## config.mk

```make
export PLATFORM = sky130hd
export DESIGN_NAME = first_fit_page_space_allocator
export DESIGN_NICKNAME = d
export VERILOG_FILES = /design/src/design/ffpsa_pkg.sv /design/src/design/ffpsa_table.sv /design/src/design/ffpsa_ctrl.sv /design/src/design/first_fit_page_space_allocator.sv
export SDC_FILE = /design/constraint.sdc
export NUM_CORES = 2
export LEC_CHECK = 0
export BUFFER_PORTS_ARGS = -buffer_cell sky130_fd_sc_hd__buf_2
export CORE_ASPECT_RATIO = 1.2
export CORE_MARGIN = 1.5
export CORE_UTILIZATION = 57
export CTS_CLUSTER_SIZE = 12
export DETAILED_ROUTE_END_ITERATION = 6
export PLACE_DENSITY = 0.76
export SYNTH_ARGS = -nofsm -noshare
export SYNTH_HDL_FRONTEND = slang
export SYNTH_SLANG_ARGS = --single-unit
```

## constraint.sdc

```tcl
create_clock -name clk_i -period 5.4 [get_ports clk_i]
set_input_delay 0.54 -clock clk_i [delete_from_list [all_inputs] [get_ports clk_i]]
set_output_delay 0.54 -clock clk_i [all_outputs]
set_load 0.05 [all_outputs]
```

## src/design/ffpsa_pkg.sv

```systemverilog
`timescale 1ns / 1ps
`default_nettype none

package ffpsa_pkg;

  // default sizing of the page table
  localparam int unsigned DEF_PAGE_BYTES    = 4096;
  localparam int unsigned DEF_TABLE_ENTRIES = 64;

  // field widths
  localparam int unsigned PAGE_ID_W = 32;
  localparam int unsigned FCOUNT_W  = 13;
  localparam int unsigned SIZE_W    = 16;
  localparam int unsigned OFFSET_W  = 13;
  localparam int unsigned STATUS_W  = 3;

  // wide enough for any page size up to 65536 and any 16-bit request
  localparam int unsigned VAL_W = 17;

  // stream word widths
  localparam int unsigned IN_DATA_W  = 96;
  localparam int unsigned OUT_DATA_W = 64;

  // item kinds
  localparam logic FUNC_LOAD   = 1'b0;
  localparam logic FUNC_INSERT = 1'b1;

  typedef enum logic [STATUS_W-1:0] {
    ST_PLACED   = 3'd0,
    ST_NEWPAGE  = 3'd1,
    ST_TOOLARGE = 3'd2,
    ST_FULL     = 3'd3,
    ST_LOADED   = 3'd4
  } status_e;

  typedef struct packed {
    logic                 func;
    logic [PAGE_ID_W-1:0] page_id;
    logic [FCOUNT_W-1:0]  free_count;
    logic [SIZE_W-1:0]    tuple_size;
    logic [PAGE_ID_W-1:0] spare_page;
  } in_item_t;

  typedef struct packed {
    logic [PAGE_ID_W-1:0] row_page;
    logic [OFFSET_W-1:0]  row_offset;
    logic [OFFSET_W-1:0]  row_length;
    status_e              status;
  } res_t;

  // table write request
  typedef struct packed {
    logic                 we_page;
    logic                 we_free;
    logic [PAGE_ID_W-1:0] page;
    logic [VAL_W-1:0]     free;
  } tbl_wr_t;

endpackage

`default_nettype wire

```

## src/design/ffpsa_table.sv

```systemverilog
`timescale 1ns / 1ps
`default_nettype none

module ffpsa_table #(
  parameter int unsigned ENTRIES = ffpsa_pkg::DEF_TABLE_ENTRIES,
  parameter int unsigned FREE_W  = 13,
  parameter int unsigned IDX_W   = 6
) (
  input  wire logic                           clk_i,
  input  wire ffpsa_pkg::tbl_wr_t             wr_i,
  input  wire logic [IDX_W-1:0]               waddr_i,
  input  wire logic [IDX_W-1:0]               raddr_i,
  output logic [ffpsa_pkg::PAGE_ID_W-1:0]     rpage_o,
  output logic [FREE_W-1:0]                   rfree_o
);
  import ffpsa_pkg::*;

  logic [PAGE_ID_W-1:0] page_mem [ENTRIES];
  logic [FREE_W-1:0]    free_mem [ENTRIES];

  always_ff @(posedge clk_i) begin
    if (wr_i.we_page) begin
      page_mem[waddr_i] <= wr_i.page;
    end
    if (wr_i.we_free) begin
      free_mem[waddr_i] <= wr_i.free[FREE_W-1:0];
    end
    rpage_o <= page_mem[raddr_i];
    rfree_o <= free_mem[raddr_i];
  end

endmodule

`default_nettype wire

```

## src/design/ffpsa_ctrl.sv

```systemverilog
`timescale 1ns / 1ps
`default_nettype none

module ffpsa_ctrl #(
  parameter int unsigned PAGE_BYTES    = ffpsa_pkg::DEF_PAGE_BYTES,
  parameter int unsigned TABLE_ENTRIES = ffpsa_pkg::DEF_TABLE_ENTRIES,
  parameter int unsigned FREE_W        = 13,
  parameter int unsigned IDX_W         = 6,
  parameter int unsigned CNT_W         = 7
) (
  input  wire logic                        clk_i,
  input  wire logic                        rst_ni,
  input  wire logic                        in_valid_i,
  output logic                             in_ready_o,
  input  wire ffpsa_pkg::in_item_t         in_item_i,
  output logic                             res_valid_o,
  input  wire logic                        res_ready_i,
  output ffpsa_pkg::res_t                  res_o,
  output ffpsa_pkg::tbl_wr_t               wr_o,
  output logic [IDX_W-1:0]                 waddr_o,
  output logic [IDX_W-1:0]                 raddr_o,
  input  wire logic [ffpsa_pkg::PAGE_ID_W-1:0] rpage_i,
  input  wire logic [FREE_W-1:0]           rfree_i
);
  import ffpsa_pkg::*;

  typedef enum logic [3:0] {
    S_IDLE = 4'b0001,
    S_EXEC = 4'b0010,
    S_SCAN = 4'b0100,
    S_RESP = 4'b1000
  } state_e;

  state_e           state_q, state_d;
  in_item_t         item_q, item_d;
  res_t             res_q, res_d;
  logic [CNT_W-1:0] cnt_q, cnt_d;
  logic [IDX_W-1:0] idx_q, idx_d;

  logic [VAL_W-1:0] page_w, size_w, fc_w, fc_sat, rfree_w;
  logic             full, fit, last;

  assign page_w  = VAL_W'(PAGE_BYTES);
  assign size_w  = VAL_W'(item_q.tuple_size);
  assign fc_w    = VAL_W'(item_q.free_count);
  assign fc_sat  = (fc_w > page_w) ? page_w : fc_w;
  assign rfree_w = VAL_W'(rfree_i);
  assign full    = (cnt_q == CNT_W'(TABLE_ENTRIES));
  assign fit     = (rfree_w >= size_w);
  assign last    = (CNT_W'(idx_q) == (cnt_q - CNT_W'(1)));

  assign in_ready_o  = (state_q == S_IDLE);
  assign res_valid_o = (state_q == S_RESP);
  assign res_o       = res_q;

  always_comb begin
    state_d = state_q;
    item_d  = item_q;
    res_d   = res_q;
    cnt_d   = cnt_q;
    idx_d   = idx_q;
    wr_o    = '0;
    waddr_o = cnt_q[IDX_W-1:0];
    raddr_o = idx_q + IDX_W'(1);

    case (state_q)
      S_IDLE: begin
        if (in_valid_i) begin
          item_d  = in_item_i;
          state_d = S_EXEC;
        end
      end

      S_EXEC: begin
        res_d   = '{row_page: '0, row_offset: '0, row_length: '0, status: ST_FULL};
        state_d = S_RESP;
        raddr_o = '0;
        if (item_q.func == FUNC_LOAD) begin
          if (!full) begin
            wr_o.we_page  = 1'b1;
            wr_o.we_free  = 1'b1;
            wr_o.page     = item_q.page_id;
            wr_o.free     = fc_sat;
            cnt_d         = cnt_q + CNT_W'(1);
            res_d.status  = ST_LOADED;
          end
        end else if (size_w > page_w) begin
          res_d.status = ST_TOOLARGE;
        end else if (cnt_q == '0) begin
          // empty table: first insert opens a new page
          wr_o.we_page = 1'b1;
          wr_o.we_free = 1'b1;
          wr_o.page    = item_q.spare_page;
          wr_o.free    = page_w - size_w;
          cnt_d        = cnt_q + CNT_W'(1);
          res_d        = '{row_page:   item_q.spare_page,
                           row_offset: '0,
                           row_length: item_q.tuple_size[OFFSET_W-1:0],
                           status:     ST_NEWPAGE};
        end else begin
          idx_d   = '0;
          state_d = S_SCAN;
        end
      end

      S_SCAN: begin
        // read data holds entry idx_q, next address already issued
        if (fit) begin
          wr_o.we_free = 1'b1;
          wr_o.free    = rfree_w - size_w;
          waddr_o      = idx_q;
          res_d        = '{row_page:   rpage_i,
                           row_offset: OFFSET_W'(page_w - rfree_w),
                           row_length: item_q.tuple_size[OFFSET_W-1:0],
                           status:     ST_PLACED};
          state_d      = S_RESP;
        end else if (last) begin
          state_d = S_RESP;
          if (full) begin
            res_d = '{row_page: '0, row_offset: '0, row_length: '0, status: ST_FULL};
          end else begin
            wr_o.we_page = 1'b1;
            wr_o.we_free = 1'b1;
            wr_o.page    = item_q.spare_page;
            wr_o.free    = page_w - size_w;
            cnt_d        = cnt_q + CNT_W'(1);
            res_d        = '{row_page:   item_q.spare_page,
                             row_offset: '0,
                             row_length: item_q.tuple_size[OFFSET_W-1:0],
                             status:     ST_NEWPAGE};
          end
        end else begin
          idx_d = idx_q + IDX_W'(1);
        end
      end

      S_RESP: begin
        if (res_ready_i) begin
          state_d = S_IDLE;
        end
      end

      default: begin
        state_d = S_IDLE;
      end
    endcase
  end

  always_ff @(posedge clk_i or negedge rst_ni) begin
    if (!rst_ni) begin
      state_q <= S_IDLE;
      cnt_q   <= '0;
    end else begin
      state_q <= state_d;
      cnt_q   <= cnt_d;
    end
  end

  always_ff @(posedge clk_i) begin
    item_q <= item_d;
    res_q  <= res_d;
    idx_q  <= idx_d;
  end

endmodule

`default_nettype wire

```

## src/design/first_fit_page_space_allocator.sv

```systemverilog
`timescale 1ns / 1ps
`default_nettype none
// a load word passes through the EXEC and RESP states into the output register; an insert
//   of a fitting tuple into a non-empty table first scans entries in SCAN from entry 0
//   until one fits or the last is reached; the sequencer takes one word at a time, and the
//   single table read port scans one entry per cycle
// reset: entry count and control state clear at once; the page table is not cleared,
//   and the contents of entries at or above the entry count are never used

module first_fit_page_space_allocator #(
  parameter int unsigned PAGE_BYTES    = ffpsa_pkg::DEF_PAGE_BYTES,
  parameter int unsigned TABLE_ENTRIES = ffpsa_pkg::DEF_TABLE_ENTRIES
) (
  input  wire logic                              clk_i,
  input  wire logic                              rst_ni,
  // slave side
  input  wire logic                              s_axis_tvalid,
  output logic                                   s_axis_tready,
  // page_id[31:0], free_count[44:32], tuple_size[60:45], spare_page[92:61], zero pad
  input  wire logic [ffpsa_pkg::IN_DATA_W-1:0]   s_axis_tdata,
  // func: 0 load directory entry, 1 insert
  input  wire logic                              s_axis_tuser,
  // master side
  output logic                                   m_axis_tvalid,
  input  wire logic                              m_axis_tready,
  // row_page[31:0], row_offset[44:32], row_length[57:45], zero pad
  output logic [ffpsa_pkg::OUT_DATA_W-1:0]       m_axis_tdata,
  // status
  output logic [ffpsa_pkg::STATUS_W-1:0]         m_axis_tuser
);
  import ffpsa_pkg::*;

  // table geometry follows from the parameters
  localparam int unsigned FREE_W = $clog2(PAGE_BYTES + 1);
  localparam int unsigned IDX_W  = $clog2(TABLE_ENTRIES);
  localparam int unsigned CNT_W  = $clog2(TABLE_ENTRIES + 1);

  in_item_t             in_item;
  res_t                 res;
  logic                 res_valid, res_ready;
  tbl_wr_t              tbl_wr;
  logic [IDX_W-1:0]     waddr, raddr;
  logic [PAGE_ID_W-1:0] rpage;
  logic [FREE_W-1:0]    rfree;

  // unpack the input word
  assign in_item.func       = s_axis_tuser;
  assign in_item.page_id    = s_axis_tdata[31:0];
  assign in_item.free_count = s_axis_tdata[44:32];
  assign in_item.tuple_size = s_axis_tdata[60:45];
  assign in_item.spare_page = s_axis_tdata[92:61];

  ffpsa_ctrl #(
    .PAGE_BYTES    (PAGE_BYTES),
    .TABLE_ENTRIES (TABLE_ENTRIES),
    .FREE_W        (FREE_W),
    .IDX_W         (IDX_W),
    .CNT_W         (CNT_W)
  ) u_ctrl (
    .clk_i       (clk_i),
    .rst_ni      (rst_ni),
    .in_valid_i  (s_axis_tvalid),
    .in_ready_o  (s_axis_tready),
    .in_item_i   (in_item),
    .res_valid_o (res_valid),
    .res_ready_i (res_ready),
    .res_o       (res),
    .wr_o        (tbl_wr),
    .waddr_o     (waddr),
    .raddr_o     (raddr),
    .rpage_i     (rpage),
    .rfree_i     (rfree)
  );

  // page table: one write port, one registered read port
  ffpsa_table #(
    .ENTRIES (TABLE_ENTRIES),
    .FREE_W  (FREE_W),
    .IDX_W   (IDX_W)
  ) u_table (
    .clk_i   (clk_i),
    .wr_i    (tbl_wr),
    .waddr_i (waddr),
    .raddr_i (raddr),
    .rpage_o (rpage),
    .rfree_o (rfree)
  );

  // output register: the sequencer can take the next word while a result waits here
  logic                  out_valid_q;
  logic [OUT_DATA_W-1:0] out_data_q;
  logic [STATUS_W-1:0]   out_user_q;

  assign res_ready = !out_valid_q || m_axis_tready;

  always_ff @(posedge clk_i or negedge rst_ni) begin
    if (!rst_ni) begin
      out_valid_q <= 1'b0;
    end else if (res_ready) begin
      out_valid_q <= res_valid;
    end
  end

  always_ff @(posedge clk_i) begin
    if (res_ready && res_valid) begin
      out_data_q <= {6'b0, res.row_length, res.row_offset, res.row_page};
      out_user_q <= res.status;
    end
  end

  assign m_axis_tvalid = out_valid_q;
  assign m_axis_tdata  = out_data_q;
  assign m_axis_tuser  = out_user_q;

endmodule

`default_nettype wire
```

==> flow_summary.yaml <==
sta:
  tightest_slew_ns: 1.23
  period_minus_slack_ns: 5.14
  slew_headroom: 0.179
  setup_slack_ns: 0.264
  finalHoldViolations: 0
  slew_violations: 0
  fin_setup_tns_ns: 0
  fin_skew_ns: 0.0967
  post-route-period-util: 0.951
  setup_viol: 0
  fmax_ghz: 0.195
  rsz0062_at_grt: "no"
route:
  ant_nets: 0
  routed_via_density: 6.82
  drc: 0
  wl_um: 339000
  wl_per_cell_um: 30.1
  vias: 77000
  drt_iter0_drc: 10200
  dr.pass1.iters: 6
clock_tree:
  clk-insertion-delay-late_ns: 0.88
  cts_root_buf: "clkbuf_16"
  cts_made_buffers: 313
  cts_tree: "yes"
  path_clk_slew_ns: 0.06
  clockBufferDepth: 4
  cts_setup_buffers: 0
  numClockSinks: 3159
  h-tree-depth: 5
finish:
  drive_gt1_frac: 0.145
  n_fill_cell: 14300
  final_nets: 8411
  area_growth_pct: 12.2
flow_run:
  maxCapViolCount: 0
setup_path:
  r2r_slack_ns: 0.26
  r2r_start: "u_ctrl.cnt_q[2]"
  reg2reg_to: "u_table.free_mem[12][11]"
  required_ns: 6.02
  worst_setup_path_end_kind: "flip-flop"
  path_max_fanout: 34
  arrival_ns: 5.76
  critPathLaunchType: "flip-flop"
  crit_type: "reg2reg"
  reg2reg_depth: 10
synthesis:
  synth_top_area_share: 0.744
  yosysTopAreaCell: "edfxtp_1"
  syn_inst: 8046
  avgSynthCellArea_um2: 15.6
  synthDistinctLibCells: 80
  seq_area_frac_synth: 0.753
  ys_top_cells_by_area: "edfxtp_1 74%, o211ai_1 3.3%, or3_1 2.9%, a21oi_1 2.4%, mux2i_1 2.2%"
  ys.flop_type: "edfxtp_1"
  synth-seq-cells: 3159
  synth-edff-count: 3102
  async_reset_ff_frac: 0.00380
  synth_warnings: 0
  netlist_area_um2: 125000
floorplan:
  die-area_um2: 223000
  core-area_um2: 219000
  die_h_um: 516
  initial_core_util: 0.573
  rows: 188
  ios: 170
  die_w_um: 431
worst_hold_path:
  holdCritStartpoint: "m_axis_tready"
  hold_class: "in2reg"
  hold_depth: 3
  hold_end: "m_axis_tvalid"
pwr:
  p_comb_frac: 0.080
  p_sw_mw: 12.0
  p_int_mw: 39.3
  p_per_area_nw_per_um2: 365
  swShare: 0.234
  leakagePower_nw: 48.2
  peakVddDrop_mv: 0.298
  pwr-share-seq: 0.542
  clkPwrFrac: 0.378
placed_design:
  place_ws_ns: 0.492
  place_hpwl_um: 187000
  numPortBuffers: 160
  place_congestion: 0.909
grt:
  gr-total-overflow: 0
  grt_pass1_vias: 75200
  antenna_found_initial: 15
  grt_max_degree: 172
  grt_usage: 0.299
  grt_pass1_wl_um: 492000
run_status:
  status: "finished, final reports clean"
metal layers:
layer,track usage,routed length [um]
met1,0.402,123000
met2,0.472,159000
met3,0.0699,42100
met4,0.124,14600
met5,0,98
worst max-delay path by stage:
stage	start	to	slack, ns	cells past startpoint
final	u_ctrl.cnt_q[2]	u_table.free_mem[12][11]	0.26	10
after global routing	u_ctrl.cnt_q[2]	u_table.free_mem[8][11]	0.10	10
after CTS	u_ctrl.cnt_q[2]	u_table.free_mem[8][11]	0.39	10
after detailed placement	u_ctrl.cnt_q[2]	u_table.free_mem[1][11]	0.49	10
after global placement	u_ctrl.cnt_q[2]	u_table.free_mem[1][11]	0.63	10
after floorplan	u_ctrl.state_q[0]	u_ctrl.fc_w[0]	0.27	2
cell usage after synthesis, types with 25 or more instances:
cell / n
mux2_2: 208
nand2_1: 426
o22ai_1: 62
o21ai_0: 355
clkbuf_1: 480
o211ai_1: 545
nand4_1: 206
a211oi_1: 32
nand3_1: 145
mux4_2: 45
a22o_1: 64
edfxtp_1: 3102
xnor2_1: 30
a21oi_1: 595
dfxtp_1: 45
mux2i_1: 270
a21o_1: 25
buf_2: 89
buf_1: 53
a211o_1: 64
or3_1: 588
a221o_1: 60
a221oi_1: 80
nor2_1: 203
kinds of logic (layout without fill, tap and decap cells):
group | count (synthesis) | in the layout | share of synthesized area
AO/OA/AOI/OAI | 1955 | 1955 | 0.101
multiplexers | 525 | 525 | 0.0486
other | 1 | 9 | 0.0000299
flip-flops | 3159 | 3159 | 0.753
adder cells (fa/ha/maj) | 19 | 19 | 0.00196
buffers and inverters | 660 | 1040 | 0.0211
XOR/XNOR | 44 | 44 | 0.00308
AND/OR/NAND/NOR | 1683 | 1683 | 0.0706
worst max-delay path: stages, from the launching register on:
cell and delay [ns]:
dfrtp_1 0.54, nor3_1 0.45, o21ai_0 0.22, a2111oi_1 0.65, nand2_1 0.35, nor3b_4 0.65, buf_4 0.29, a21o_1 0.10
buf_4 0.44, a221o_2 0.88, buf_12 0.29
repair_timing:
action | CTS | global route
setup endpoints to repair | 0 | 0
hold buffers | 96 | 0
hold endpoints to repair | 107 | 0
gates resized for setup | 0 | 0
cell type report:
class                      count  area (um2)  share of cell area
timing repair buffer         562        4800              0.0341
tap                         2850        3570              0.0254
sequential                  3159       94400               0.671
inverter                      23        93.8            0.000668
clock inverter                30         206             0.00147
clock buffer                 425        8430              0.0600
multi-input combinational   4232       29100               0.207
antenna                        3        7.51           0.0000534
placed cells by master, fill, tap and decap left out, types with 55 or more instances in the layout:
| cell type | netlist | layout |
|---|---|---|
| clkbuf_1 | 480 | 102 |
| buf_12 | 0 | 59 |
| nor2_1 | 203 | 124 |
| buf_4 | 13 | 247 |
| a21oi_1 | 595 | 595 |
| o21ai_0 | 355 | 354 |
| dlygate4sd3_1 | 0 | 96 |
| a211o_1 | 64 | 64 |
| clkbuf_16 | 0 | 320 |
| mux2i_1 | 270 | 270 |
| nand4_1 | 206 | 206 |
| or3_1 | 588 | 588 |
| nand3_1 | 145 | 144 |
| o211ai_1 | 545 | 545 |
| a221o_1 | 60 | 55 |
| a221oi_1 | 80 | 80 |
| edfxtp_1 | 3102 | 3102 |
| nand2_1 | 426 | 423 |
| mux2_2 | 208 | 208 |
| buf_2 | 89 | 160 |
| nor2_4 | 0 | 72 |
power by group through the flow:
stage               clock network, mW  logic, mW  registers [mW]
CTS                              19.4       4.01            27.8
global placement                    0       3.85            28.3
detailed placement                  0       3.93            28.3
floorplan                           0       2.20            28.2
global route                     20.4       4.31            27.8
finish                           19.4       4.11            27.8
registers in the layout, summed over array words and instances (netlist names):
signal / cells
u_table.page_mem: 2048
u_table.free_mem: 832
u_ctrl.item_q: 81
u_ctrl.res_o: 61
m_axis_tdata: 58
u_table.rpage_o: 32
u_ctrl.fc_w: 13
u_table.rfree_o: 13
u_ctrl.cnt_q: 7
u_ctrl.idx_q: 6
u_ctrl.state_q: 4
m_axis_tuser: 3
m_axis_tvalid: 1
per-stage QoR:
step           total power, mW   util  cell area [um2]  hold WS (ns)  std cells
2_1_floorplan             30.4      -           125000         0.244       8051
3_3_place_gp              32.1  0.599           131000         0.401      10700
3_5_place_dp              32.2  0.599           131000         0.405      10700
4_1_cts                   51.2  0.643           141000        0.0212      11300
5_1_grt                   52.5  0.643           141000        0.0859      11300
6_report                  51.3  0.643           141000        0.0718      11300
Note: power is estimated with default switching activity, not from simulation.
